### src/design/rled_pkg.sv
// Shared types and constants of the run-length RGB565 frame decoder.
// No dependencies; every design file imports this package.
package rled_pkg;

  // Default largest frame side in pixels
  localparam int MAX_SIDE_DEF = 1024;

  // Field widths fixed by the stream format
  localparam int BYTE_W   = 8;
  localparam int WORD_W   = 16;
  localparam int CFG_W    = 11;
  localparam int CFG_IDX_W = 2;
  localparam int LEN_W    = 11;
  localparam int POS_W    = 10;
  localparam int STAT_W   = 2;
  localparam int OUT_DATA_W = 56;

  // Register indexes of the configuration port
  localparam logic [CFG_IDX_W-1:0] CFG_IDX_MODE   = 2'd0;
  localparam logic [CFG_IDX_W-1:0] CFG_IDX_WIDTH  = 2'd1;
  localparam logic [CFG_IDX_W-1:0] CFG_IDX_HEIGHT = 2'd2;

  // Register reset values
  localparam logic             MODE_RST   = 1'b1;
  localparam logic [CFG_W-1:0] WIDTH_RST  = 11'd64;
  localparam logic [CFG_W-1:0] HEIGHT_RST = 11'd64;

  // Frame status codes
  localparam logic [STAT_W-1:0] ST_OK  = 2'd0;
  localparam logic [STAT_W-1:0] ST_RLE = 2'd1;
  localparam logic [STAT_W-1:0] ST_RAW = 2'd2;

  // Parse phase of run-length mode
  typedef enum logic [3:0] {
    PH_COUNT = 4'b0001,
    PH_LEN   = 4'b0010,
    PH_PIXEL = 4'b0100,
    PH_DONE  = 4'b1000
  } phase_t;

  // Configuration register set
  typedef struct packed {
    logic             rle_mode;
    logic [CFG_W-1:0] frame_width;
    logic [CFG_W-1:0] frame_height;
  } cfg_t;

  // One input request
  typedef struct packed {
    logic [BYTE_W-1:0] data_byte;
    logic              last_byte;
  } in_req_t;

  // One result request
  typedef struct packed {
    logic              run_valid;
    logic [WORD_W-1:0] pixel_value;
    logic [LEN_W-1:0]  run_length;
    logic [POS_W-1:0]  run_row;
    logic [POS_W-1:0]  run_column;
    logic              frame_done;
    logic [STAT_W-1:0] frame_status;
  } result_t;

  // Handshake between the input register and the decode stage
  typedef struct packed {
    logic valid;
    logic take;
  } stage_ctl_t;

endpackage

### src/design/rle_rgb565_frame_decoder.sv
// Run-length RGB565 frame decoder, top level.
// Each accepted byte is held in the input register; its result then goes to the output register.
// Throughput: one payload byte per cycle while the result register is free, set by the single
// decode stage between the input register and the result register.
// Reset (rst_n low, synchronous): registers to mode 1, 64x64 frame; parse state
// cleared; both stream registers empty. Depends on rled_pkg and the rled_* modules.
module rle_rgb565_frame_decoder #(
  parameter int MAX_SIDE = rled_pkg::MAX_SIDE_DEF
) (
  input  logic                                     clk,
  input  logic                                     rst_n,
  // Configuration write port
  input  logic                                     cfg_wen,
  input  logic [rled_pkg::CFG_IDX_W-1:0]           cfg_addr,
  input  logic [rled_pkg::CFG_W-1:0]               cfg_wdata,
  // Input stream
  input  logic                                     in_tvalid,
  output logic                                     in_tready,
  input  logic [rled_pkg::BYTE_W-1:0]              in_tdata,  // [7:0] data_byte
  input  logic                                     in_tlast,  // last_byte
  // Result stream
  output logic                                     out_tvalid,
  input  logic                                     out_tready,
  // [15:0] pixel_value, [26:16] run_length, [36:27] run_row,
  // [46:37] run_column, [48:47] frame_status, [55:49] zero
  output logic [rled_pkg::OUT_DATA_W-1:0]          out_tdata,
  output logic                                     out_tuser, // run_valid
  output logic                                     out_tlast  // frame_done
);
  import rled_pkg::*;

  cfg_t       cfg_r;
  in_req_t    in_req, req;
  stage_ctl_t ctl;
  logic       has_result;
  logic       out_free;
  result_t    result, out_res;

  // Hold configuration registers
  always_ff @(posedge clk) begin
    if (!rst_n) begin
      cfg_r.rle_mode     <= MODE_RST;
      cfg_r.frame_width  <= WIDTH_RST;
      cfg_r.frame_height <= HEIGHT_RST;
    end else if (cfg_wen) begin
      case (cfg_addr)
        CFG_IDX_MODE:   cfg_r.rle_mode     <= cfg_wdata[0];
        CFG_IDX_WIDTH:  cfg_r.frame_width  <= cfg_wdata;
        CFG_IDX_HEIGHT: cfg_r.frame_height <= cfg_wdata;
        default: begin
        end
      endcase
    end
  end

  assign in_req.data_byte = in_tdata;
  assign in_req.last_byte = in_tlast;

  // Move a held byte on only when the result register can take its outcome
  assign ctl.take = ctl.valid && out_free;

  rled_in_stage u_in (
    .clk       (clk),
    .rst_n     (rst_n),
    .in_tvalid (in_tvalid),
    .in_tready (in_tready),
    .in_req    (in_req),
    .take      (ctl.take),
    .req_valid (ctl.valid),
    .req       (req)
  );

  rled_parser #(
    .MAX_SIDE (MAX_SIDE)
  ) u_parser (
    .clk        (clk),
    .rst_n      (rst_n),
    .cfg        (cfg_r),
    .advance    (ctl.take),
    .req        (req),
    .has_result (has_result),
    .result     (result)
  );

  rled_out_stage u_out (
    .clk        (clk),
    .rst_n      (rst_n),
    .load       (ctl.take && has_result),
    .result     (result),
    .free       (out_free),
    .out_tvalid (out_tvalid),
    .out_tready (out_tready),
    .out_res    (out_res)
  );

  // Pack result fields onto the stream
  assign out_tdata = {7'd0, out_res.frame_status, out_res.run_column, out_res.run_row,
                      out_res.run_length, out_res.pixel_value};
  assign out_tuser = out_res.run_valid;
  assign out_tlast = out_res.frame_done;

endmodule

### src/design/rled_in_stage.sv
// Input register of the frame decoder: holds one payload byte request.
// Depends on rled_pkg.
module rled_in_stage (
  input  logic              clk,
  input  logic              rst_n,
  input  logic              in_tvalid,
  output logic              in_tready,
  input  rled_pkg::in_req_t in_req,
  input  logic              take,
  output logic              req_valid,
  output rled_pkg::in_req_t req
);
  import rled_pkg::*;

  logic    valid_r;
  logic    valid_nxt;
  in_req_t req_r;

  // Accept when empty or when the held request moves on this cycle
  assign in_tready = !valid_r || take;

  always_comb begin
    valid_nxt = valid_r;
    if (in_tready) begin
      valid_nxt = in_tvalid;
    end
  end

  always_ff @(posedge clk) begin
    if (!rst_n) begin
      valid_r <= 1'b0;
    end else begin
      valid_r <= valid_nxt;
    end
  end

  // Load payload on every accepted request
  always_ff @(posedge clk) begin
    if (in_tvalid && in_tready) begin
      req_r <= in_req;
    end
  end

  assign req_valid = valid_r;
  assign req       = req_r;

endmodule

### src/design/rled_parser.sv
// Decode stage: pairs bytes into words, tracks rows, runs and errors.
// Depends on rled_pkg; state advances once per request taken from the input register.
module rled_parser #(
  parameter int MAX_SIDE = rled_pkg::MAX_SIDE_DEF
) (
  input  logic              clk,
  input  logic              rst_n,
  input  rled_pkg::cfg_t    cfg,
  input  logic              advance,
  input  rled_pkg::in_req_t req,
  output logic              has_result,
  output rled_pkg::result_t result
);
  import rled_pkg::*;

  localparam int SW   = $clog2(MAX_SIDE + 1);
  localparam int CLW  = $clog2(2 * MAX_SIDE + 2);
  localparam int CW   = 2 * SW;
  localparam int CMPW = (SW > CFG_W) ? SW : CFG_W;
  localparam int SUMW = ((CLW > WORD_W) ? CLW : WORD_W) + 1;

  phase_t             phase_r, phase_nxt;
  logic [BYTE_W-1:0]  low_r, low_nxt;
  logic               half_r, half_nxt;
  logic [WORD_W-1:0]  runs_r, runs_nxt;
  logic [SW-1:0]      held_r, held_nxt;
  logic [CLW-1:0]     col_r, col_nxt;
  logic [CW-1:0]      row_r, row_nxt;
  logic [CW-1:0]      count_r, count_nxt;
  logic [STAT_W-1:0]  err_r, err_nxt;

  logic [SW-1:0]      w, h;
  logic [CW-1:0]      area;
  logic [WORD_W-1:0]  word;
  logic               valid;
  logic [STAT_W-1:0]  status;

  // Clamp frame sides to 1..MAX_SIDE
  always_comb begin
    if (cfg.frame_width == '0) begin
      w = SW'(1);
    end else if (CMPW'(cfg.frame_width) > CMPW'(MAX_SIDE)) begin
      w = SW'(MAX_SIDE);
    end else begin
      w = SW'(cfg.frame_width);
    end
    if (cfg.frame_height == '0) begin
      h = SW'(1);
    end else if (CMPW'(cfg.frame_height) > CMPW'(MAX_SIDE)) begin
      h = SW'(MAX_SIDE);
    end else begin
      h = SW'(cfg.frame_height);
    end
  end

  assign area = CW'(w) * CW'(h);
  assign word = {req.data_byte, low_r};

  // Next state and result of the current byte
  always_comb begin
    phase_nxt = phase_r;
    low_nxt   = low_r;
    half_nxt  = half_r;
    runs_nxt  = runs_r;
    held_nxt  = held_r;
    col_nxt   = col_r;
    row_nxt   = row_r;
    count_nxt = count_r;
    err_nxt   = err_r;
    valid     = 1'b0;
    result    = '0;
    status    = ST_OK;

    if (err_r == ST_OK) begin
      if (cfg.rle_mode && phase_r == PH_DONE) begin
        // Byte after the final row
        err_nxt = ST_RLE;
      end else if (!half_r) begin
        low_nxt  = req.data_byte;
        half_nxt = 1'b1;
      end else begin
        half_nxt = 1'b0;
        if (!cfg.rle_mode) begin
          // Raw pixel at the next raster position
          if (count_r >= area) begin
            err_nxt = ST_RAW;
          end else begin
            valid              = 1'b1;
            result.pixel_value = word;
            result.run_length  = LEN_W'(1);
            result.run_row     = POS_W'(row_r);
            result.run_column  = POS_W'(col_r);
            count_nxt          = count_r + CW'(1);
            col_nxt            = col_r + CLW'(1);
            if (col_nxt >= CLW'(w)) begin
              col_nxt = '0;
              row_nxt = row_r + CW'(1);
            end
          end
        end else begin
          case (phase_r)
            PH_COUNT: begin
              runs_nxt = word;
              col_nxt  = '0;
              if (word == '0) begin
                err_nxt = ST_RLE;
              end else begin
                phase_nxt = PH_LEN;
              end
            end
            PH_LEN: begin
              held_nxt = SW'(word);
              if (word == '0 || (SUMW'(word) + SUMW'(col_r)) > SUMW'(w)) begin
                err_nxt = ST_RLE;
              end else begin
                phase_nxt = PH_PIXEL;
              end
            end
            PH_PIXEL: begin
              valid              = 1'b1;
              result.pixel_value = word;
              result.run_length  = LEN_W'(held_r);
              result.run_row     = POS_W'(row_r);
              result.run_column  = POS_W'(col_r);
              col_nxt            = col_r + CLW'(held_r);
              runs_nxt           = runs_r - WORD_W'(1);
              if (runs_nxt != '0) begin
                phase_nxt = PH_LEN;
              end else if (col_nxt != CLW'(w)) begin
                err_nxt = ST_RLE;
              end else begin
                col_nxt   = '0;
                row_nxt   = row_r + CW'(1);
                phase_nxt = (row_nxt >= CW'(h)) ? PH_DONE : PH_COUNT;
              end
            end
            default: begin
            end
          endcase
        end
      end
    end

    // Report status on the last byte and start the next frame afresh
    if (req.last_byte) begin
      if (err_nxt != ST_OK) begin
        status = err_nxt;
      end else if (cfg.rle_mode) begin
        status = (phase_nxt == PH_DONE && !half_nxt) ? ST_OK : ST_RLE;
      end else begin
        status = (!half_nxt && count_nxt == area) ? ST_OK : ST_RAW;
      end
      phase_nxt = PH_COUNT;
      low_nxt   = '0;
      half_nxt  = 1'b0;
      runs_nxt  = '0;
      held_nxt  = '0;
      col_nxt   = '0;
      row_nxt   = '0;
      count_nxt = '0;
      err_nxt   = ST_OK;
    end

    result.run_valid    = valid;
    result.frame_done   = req.last_byte;
    result.frame_status = status;
    has_result          = valid || req.last_byte;
  end

  // Advance parse state once per taken request
  always_ff @(posedge clk) begin
    if (!rst_n) begin
      phase_r <= PH_COUNT;
      low_r   <= '0;
      half_r  <= 1'b0;
      runs_r  <= '0;
      held_r  <= '0;
      col_r   <= '0;
      row_r   <= '0;
      count_r <= '0;
      err_r   <= ST_OK;
    end else if (advance) begin
      phase_r <= phase_nxt;
      low_r   <= low_nxt;
      half_r  <= half_nxt;
      runs_r  <= runs_nxt;
      held_r  <= held_nxt;
      col_r   <= col_nxt;
      row_r   <= row_nxt;
      count_r <= count_nxt;
      err_r   <= err_nxt;
    end
  end

endmodule

### src/design/rled_out_stage.sv
// Result register of the frame decoder: holds one result request for the sink.
// Depends on rled_pkg.
module rled_out_stage (
  input  logic              clk,
  input  logic              rst_n,
  input  logic              load,
  input  rled_pkg::result_t result,
  output logic              free,
  output logic              out_tvalid,
  input  logic              out_tready,
  output rled_pkg::result_t out_res
);
  import rled_pkg::*;

  logic    valid_r;
  logic    valid_nxt;
  result_t res_r;

  // Free when empty or when the held result leaves this cycle
  assign free = !valid_r || out_tready;

  always_comb begin
    valid_nxt = valid_r;
    if (load) begin
      valid_nxt = 1'b1;
    end else if (out_tready) begin
      valid_nxt = 1'b0;
    end
  end

  always_ff @(posedge clk) begin
    if (!rst_n) begin
      valid_r <= 1'b0;
    end else begin
      valid_r <= valid_nxt;
    end
  end

  // Capture a new result
  always_ff @(posedge clk) begin
    if (load) begin
      res_r <= result;
    end
  end

  assign out_tvalid = valid_r;
  assign out_res    = res_r;

endmodule

### config.mk
export PLATFORM = sky130hd
export DESIGN_NAME = rle_rgb565_frame_decoder
export DESIGN_NICKNAME = d
export VERILOG_FILES = /design/src/design/rled_pkg.sv /design/src/design/rle_rgb565_frame_decoder.sv /design/src/design/rled_in_stage.sv /design/src/design/rled_parser.sv /design/src/design/rled_out_stage.sv
export SDC_FILE = /design/constraint.sdc
export NUM_CORES = 1
export LEC_CHECK = 0
export BUFFER_PORTS_ARGS = -buffer_cell sky130_fd_sc_hd__buf_2
export CAP_MARGIN = 10
export CORE_AREA = 2 2 189 191
export CTS_CLUSTER_SIZE = 10
export DETAILED_ROUTE_END_ITERATION = 8
export DIE_AREA = 0 0 191 193
export HOLD_SLACK_MARGIN = 0.06
export PLACE_DENSITY_LB_ADDON = 0.25
export SLEW_MARGIN = 20
export SYNTH_ARGS = -nofsm -noshare
export SYNTH_HDL_FRONTEND = slang
export SYNTH_SLANG_ARGS = --single-unit
### constraint.sdc
create_clock -name clk -period 29.7 [get_ports clk]
set_input_delay 5.94 -clock clk [delete_from_list [all_inputs] [get_ports clk]]
set_output_delay 5.94 -clock clk [all_outputs]
set_load 0.05 [all_outputs]
==> run summary, run 1 <==
For the number of global-route vias before repair, the log shows 13900. The worst-case clock buffer depth is 2. The run gives 74200 µm as the global-route wire length before repair. Sequential element share of the synthesized area: 25.8%. The max-cap check violation count came out at 0.

The analysis attributes to cell leakage a power of 7.57 nW. The arrival time reported for the critical path endpoint came out at 6.63 ns. The post-cts resize count came out at 0. The portion of synthesized area spent on multiplexers is 2.15%. Along the worst hold path, the cell count comes to 2. IR analysis of the VDD net gives a maximum drop of 40.1 µV.

The required time of the worst setup path came out at 23.76 ns. The global router's overall resource usage was 25.5%. The fraction of the mapped netlist area in compound gates is 16.4%. The worst setup path category was in -> out. The initial antenna violation count came out at 0. The synthesized instance count is 1985. The tree is rooted in a sky130_fd_sc_hd__clkbuf_16. The worst hold path belongs to the class reg -> reg. The most used flip-flop cell after synthesis is sky130_fd_sc_hd__dfxtp_1. In the layout the commonest cells are sky130_fd_sc_hd__nor2_1 (238), sky130_fd_sc_hd__nand2_1 (171), sky130_fd_sc_hd__ha_1 (143), sky130_fd_sc_hd__a21oi_1 (142), sky130_fd_sc_hd__inv_1 (137). The clock insertion delay at the later pin of the skew report was 0.46 ns. The number of antenna diodes in the final layout is 0. Buffers added to address setup during post-CTS repair amount to 0. The run finished with clean final reports. Of all flip-flops after synthesis, the portion carrying an async set or reset was 0%. The run gives 36900 µm² as the die outline area. Cell area after synthesis: 16600 µm². The largest single stage delay on the critical path is 0.27 ns. Summing the areas of all and, or, nand and nor instances in the mapped netlist gives 22.7% of the synthesized area. The final layout contains routed wiring with a total length of 46600 µm.

The floorplan step set the die width to 191 µm. For the number of standard cells in the final layout excluding fillers, the log shows 2471. The starting density of the core is 47.4%.

After global routing the overflow that remains totals 0. The tools report the worst-case clock skew as 0.0241 ns. After detailed routing, the average wire length per cell comes to 18.9 µm. The logs give 3338 for the count of filler cells inserted in the layout and 0 for the total count of max-transition violations in the final report. The tools report the number of hold violations in the final report as 0. The final sum of negative setup slack is 0 ns.

For this run, the detailed router's first-pass iteration total came to 8. The logs give 0 for the number of setup violations in the final report and 35000 µm² for the area of the core region. Input and output buffers added on the ports amount to 79. Compared with the post-synthesis result, the final layout area differs by 7.41%. After clock tree synthesis, the clock-pin slew on the worst setup and hold paths is 0.07 ns. The tools report the startpoint of the tightest hold check path as u_parser.held_r[2].

The routed layout has 14700 vias. OpenSTA, run right after detailed placement, puts the worst setup slack at 17.13 ns. The tools report the minimum setup slack in the final design as 17.13 ns. The post-route DRC violation count was 0; the post-layout net count was 2249. The worst setup path is captured at an output pin.

Total clock sinks: 183. Post-synthesis cell type with the largest combined area: sky130_fd_sc_hd__dfxtp_1. TritonCTS built the clock tree. For the achievable frequency, the log shows 79.5 MHz.

By area, the combinational part of the netlist is dominated by simple AND/OR/NAND/NOR gates. In this run, the number of DRC markers left after iteration 0 of detailed routing was 1234. The synthesized-area fraction occupied by adder cells was 20.7%. The library cell used most frequently in the layout, excluding fill and tap cells, is sky130_fd_sc_hd__nor2_1. The worst pin sits at a relative slew slack of 30.6%. For this run, the number of Yosys warnings is 0. The hold buffer count at CTS was 0; the instance count after placement with tap cells included was 2439. Dividing the detail-routed via count by the number of cells gives 5.94.

The post-layout minimum cycle time was 12.57 ns. The distinct cell type count after synthesis was 86. The tools report the detailed placer's ending HPWL as 35100 µm. Setup repair after global routing left no endpoint under its margin. In this run, synthesis produced a sequential element count of 183.

Top fanout value on the critical path: 5. The mean instance size in the synthesized netlist came out at 8.34 µm². The beginning of the critical path is out_tready.

The number of enable flip-flop cells after synthesis came out at 60. Among all stages on the critical path, the largest delay is contributed by sky130_fd_sc_hd__nor2b_1. Summing the areas of all xor and xnor instances in the mapped netlist gives 6.20% of the synthesized area. The worst register-to-register path has a depth of 32. The detail route stage leaves a number of antenna-violating nets equal to 0. The H-tree was split into 4 levels. The post-route netlist has 8.01% of its cells at a drive strength greater than 1. Counting the buffers created by CTS gives 17. The transition time at the pin with the least slew margin came out at 1.04 ns. By area the synthesized netlist is led by sky130_fd_sc_hd__dfxtp_1 (15%), sky130_fd_sc_hd__edfxtp_1 (11%), sky130_fd_sc_hd__ha_1 (11%).

Pin placement for this block handled 87 I/O pins. The utilization after layout is 50.9%, and the power density over the cells is 32.6 nW/µm². The number of cell rows came out at 69. Kind of launch point of the worst setup path: an input pin. The launch point of the worst reg-to-reg path was cfg_r[21]. Entering global routing, the biggest net connects 78 pins.

The final critical path takes up 42.3% of the cycle. The share of the synthesized area in the top cell type works out to 14.9%. The die is 193 µm tall.

The signal on the critical path passes through buf_2, nor2b_1, nand2_1, buf_2. At the end of routability-driven placement, the weighted congestion stood at 0.917. In this design, the critical path's most frequently occurring cell is sky130_fd_sc_hd__buf_2.
==> metal layers <==
layer	vias to the layer above	share of wire, %	track usage (%)	wire length (µm)
li1	7004	-	-	-
met1	7030	44	35.2	20700
met2	557	46	40.7	21300
met3	90	7.4	4.69	3460
met4	0	2.5	7.72	1180
met5	-	0	0	0
==> final cells by class <==
| type | count | area (µm²) | area share [%] |
|---|---|---|---|
| clock buffer | 17 | 425 | 2.39 |
| clock inverter | 15 | 136 | 0.767 |
| inverter | 146 | 549 | 3.09 |
| multi-input combinational | 1556 | 11300 | 63.7 |
| sequential | 183 | 4260 | 24.0 |
| tap | 461 | 577 | 3.24 |
| timing repair buffer | 93 | 500 | 2.81 |
==> kinds of logic after synthesis <==
| family | after synthesis |
|---|---|
| AO/OA/AOI/OAI | 425 |
| XOR/XNOR | 103 |
| adder cells (fa/ha/maj) | 225 |
| buffers and inverters | 252 |
| flip-flops | 183 |
| multiplexers | 35 |
| other | 1 |
| AND/OR/NAND/NOR | 761 |
==> Yosys cell counts (all sizes together), types with 12 or more instances <==
cell and number:
nand4 22, o21a 13, o21ai 95, and2 61, and3 17, o211ai 13
inv 139, buf 32, xnor2 61, nor2b 21, xor2 33, nor4 27
or3 16, a31oi 17, nand3b 30, a21oi 142, nor3 40, ha 143
a211oi 17, a21o 16, nor2 239, nand3 51, dfxtp 123, fa 82
mux2i 31, clkbuf 74, a22oi 32, edfxtp 60, nand2b 15, nand2 171
or2 12
==> per-stage QoR <==
stage               hold slack, ns  power (W)  area, µm²
finish                       0.483   0.000580      17800
global placement             0.463   0.000358      17200
detailed placement           0.474   0.000359      17200
floorplan                    0.444   0.000335      16600
CTS                          0.484   0.000582      17800
global route                 0.497   0.000602      17800
==> state kept, by name (all words and copies together), names as in the netlist <==
name,flops
u_out.out_res,51
cfg_r,23
u_parser.count_r,22
u_parser.row_r,22
u_parser.runs_r,16
u_parser.col_r,12
u_parser.held_r,11
u_in.req,9
u_parser.low_r,8
u_parser.phase_r,4
u_parser.err_r,2
u_in.req_valid,1
u_out.out_tvalid,1
u_parser.half_r,1
==> path summary, 6_finish.rpt <==
path	endpoint	slack (ns)
min reg2reg	u_parser.held_r[2]	0.48
max reg2reg	u_out.out_res[1]	19.10
max	in_tready	17.13
min	u_parser.held_r[2]	0.48
==> critical path, delay by kind of cell <==
kind,cells,cell delay (ns)
and+or+nand+nor,2,0.38
buffers and inverters,2,0.32
==> power by group <==
group / leakage [nW] / internal (W) / total [W] / switching, W
sequential: 1.56 / 0.000262 / 0.000268 / 0.00000597
clock: 0.270 / 0.000111 / 0.000225 / 0.000114
combinational: 5.74 / 0.0000287 / 0.0000867 / 0.0000580
total: 7.57 / 0.000402 / 0.000580 / 0.000178
Power figures use the tool's default switching activity.
==> inputs of run 2 (changes only) <==
Clock period 29.7 ns to 11.85 ns, I/O delays scaled along.
==> run 2 against run 1 <==
Net effect: global-route usage up 0.95 points; combinational power grew to 2.5 times the previous value; critical path depth is 27 higher; largest cell class unchanged.
==> run summary, run 2 (same netlist as run 1, synthesis figures left out) <==
The flow ran to the end, and the final reports show no timing, DRC or antenna violations. The share of post-route cells with drive strength above 1 was 7.91% (-0.10 points); the via count normalized by instance count was 5.96 (+0.40%). The clock slew at the register clock pins of the worst setup and hold paths works out to 0.07 ns (about the same). The width of the die was 191 µm (unchanged); the critical path depth in cells was 31 (+27). Setup repair after global routing left no endpoint under its margin. For hold timing, the worst endpoint is u_parser.held_r[2].

The top fanout value on the critical path works out to 43 (+38). The I/O pin count was 87 (unchanged); the number of global-route vias before repair was 14200 (+2.2%). The combined buffer and inverter count along the critical path works out to 8 (+6). In this run the critical register-to-register path is launched from cfg_r[21].

The transition time at the pin with the least slew margin is 1.10 ns (+0.0581 ns), and the antenna cell count is 0 (unchanged). The post-detailed-placement cell area is 17200 µm² (about the same). The tools report the max-cap check violation count as 0 (unchanged). For the total congestion overflow, the log shows 0 (unchanged). The worst-case clock skew is 0.0158 ns (-0.00834 ns). Relative to the synthesized area, the layout overhead comes to 7.90%. The tools report the count of filler cells inserted in the layout as 3316 (-0.66%).

The global placement routability congestion was 0.958 (+4.4%); the starting density of the core was 47.4% (unchanged). STA classifies the critical path endpoint as a register. STA classifies the critical path startpoint as a register.

The height of the die is 193 µm (unchanged). The peak per-stage delay on the critical path came out at 0.77 ns (+0.50 ns). TritonCTS built the clock tree. The register area is 4260 µm² (unchanged). The number of routed nets with antenna violations was 0 (unchanged). The cell leakage power is 7.61 nW (+0.55%).

The number of flip-flops under the largest register name was 51 (unchanged); the detailed placer's ending HPWL was 36300 µm (+3.3%). The run gives 96 (+23%) as the maximum number of pins on one net before global-route repair. The area of the multi-input gates was 11300 µm² (about the same); the total iterations of the first detailed-routing run was 8 (unchanged). The logs give 1230 (-0.32%) for the first-iteration detailed-routing DRC count and 0 (unchanged) for the number of buffers inserted by post-CTS setup repair. The global router's overall resource usage is 26.4% (+0.95 points). The achievable frequency was 94.2 MHz. In this design, the largest share of critical-path delay is due to adder cells. The run gives 1.23 ns (-17.87 ns) as the reg2reg setup slack. The library cell used most frequently in the layout, excluding fill and tap cells, is sky130_fd_sc_hd__nor2_1. The initial antenna violation count came out at 0 (unchanged). Among all stages on the critical path, the largest delay is contributed by sky130_fd_sc_hd__a32oi_1.

The logs give 10.70 ns (+4.07 ns) for the arrival time reported for the critical path endpoint and 1.23 ns (-15.89 ns) for the minimum setup slack in the final design. The tools report the worst supply voltage drop on vdd as 99.8 µV (+150%). The library cells used most frequently in the layout, excluding fill and tap cells, are sky130_fd_sc_hd__nor2_1 (238), sky130_fd_sc_hd__nand2_1 (171), sky130_fd_sc_hd__ha_1 (143), sky130_fd_sc_hd__a21oi_1 (142), sky130_fd_sc_hd__inv_1 (137).

Required time of the worst setup path: 11.94 ns (-11.82 ns). The post-cts resize count came out at 0 (unchanged). The critical path is of the reg -> reg type. The global-route wire length before repair was 76500 µm (+3.1%); the power density over the cells was 84.1 nW/µm² (+160%).

Post-route DRC violation count: 0 (unchanged). The total count of max-transition violations in the final report was 0 (unchanged); the path depth of the worst reg2reg path was 31 (-3.1%). The H-tree depth reported by CTS is 4 (unchanged), and the post-layout minimum cycle time is 10.62 ns. Total clock sinks: 183 (unchanged). The root buffer cell chosen for the clock tree is sky130_fd_sc_hd__clkbuf_16. Of the available clock period, the critical path in the final layout requires 89.6%. The run gives 26.3% (-4.3 points) as the max-slew headroom at the worst pin. The tools report the die outline area as 36900 µm² (unchanged). The logs give 0 (unchanged) for the number of setup violations in the final report and 17 (unchanged) for the number of buffers created by CTS. The average detailed-routed wire length per instance is 19.3 µm (+2.3%), and the number of hold violations in the final report is 0 (unchanged).

The worst-case setup slack after placement is 1.40 ns (-15.73 ns), and the post-layout net count is 2249 (unchanged). The total wire length is 47700 µm (+2.3%), and the clock insertion delay at the later pin of the skew report is 0.46 ns (about the same). The tools report the worst-case clock buffer depth as 2 (unchanged). In this run the most critical hold path is launched from u_parser.held_r[2]. The path class of the tightest hold or removal check is reg -> reg.

The final sum of negative setup slack was 0 ns (unchanged). Area of the core region: 35000 µm² (unchanged). The tools report the number of cell rows as 69 (unchanged).

Hold buffer count at CTS: 0 (unchanged). The instance count after placement with tap cells included is 2438 (-0.041%). In this run the critical register-to-register path is captured at u_out.out_res[4]. The tools report the via count as 14700 (+0.40%). The final standard cell area without fillers was 17900 µm² (+0.46%); the number of stages on the worst hold path was 2 (unchanged). The number of standard cells in the final layout excluding fillers was 2471 (unchanged). Count of input and output buffers: 79 (unchanged).
run 2: metrics by stage:
stage | total power [W] | hold slack [ns] | util [%]
3_3_place_gp | 0.000897 | 0.462 | 49.2
5_1_grt | 0.00156 | 0.506 | 51.1
3_5_place_dp | 0.000899 | 0.472 | 49.2
6_report | 0.00150 | 0.481 | 51.1
4_1_cts | 0.00151 | 0.481 | 51.0
2_1_floorplan | 0.000840 | 0.444 | -
run 2: where the power goes:
| part | internal (W) | switching, W |
|---|---|---|
| Combinational | 0.0000725 | 0.000146 |
| Sequential | 0.000657 | 0.0000146 |
| Clock | 0.000348 | 0.000265 |
run 2: final cells by class:
type,instances,share of cell area (%)
clock inverters,12,0.917
clock buffers,20,2.56
multi-input cells,1556,63.4
flip-flops and latches,183,23.9
well taps,461,3.23
inverters,146,3.07
repair buffers,93,2.91
run 2: tightest hold or removal path, stage by stage, from the launching register on:
cell                      delay [ns]
sky130_fd_sc_hd__dfxtp_1        0.33
sky130_fd_sc_hd__nand2_1        0.06
sky130_fd_sc_hd__a21oi_1        0.05
run 2: worst max-delay path by stage:
stage	from	end	slack [ns]
floorplan	cfg_r[21]	u_out.out_res[0]	1.72
detailed placement	cfg_r[21]	u_out.out_res[4]	1.40
global placement	cfg_r[21]	u_out.out_res[3]	1.67
finish	cfg_r[21]	u_out.out_res[4]	1.23
CTS	cfg_r[21]	u_out.out_res[4]	1.36
global route	cfg_r[21]	u_out.out_res[4]	0.46
run 2: metal layers:
metal	vias to the layer above	track usage [%]	wire (µm)	part of all wire, %
li1	6987	-	-	-
met1	7074	36.3	20900	44
met2	603	42.7	22200	47
met3	75	4.38	3470	7.3
met4	0	8.53	1140	2.4
met5	-	0	0	0
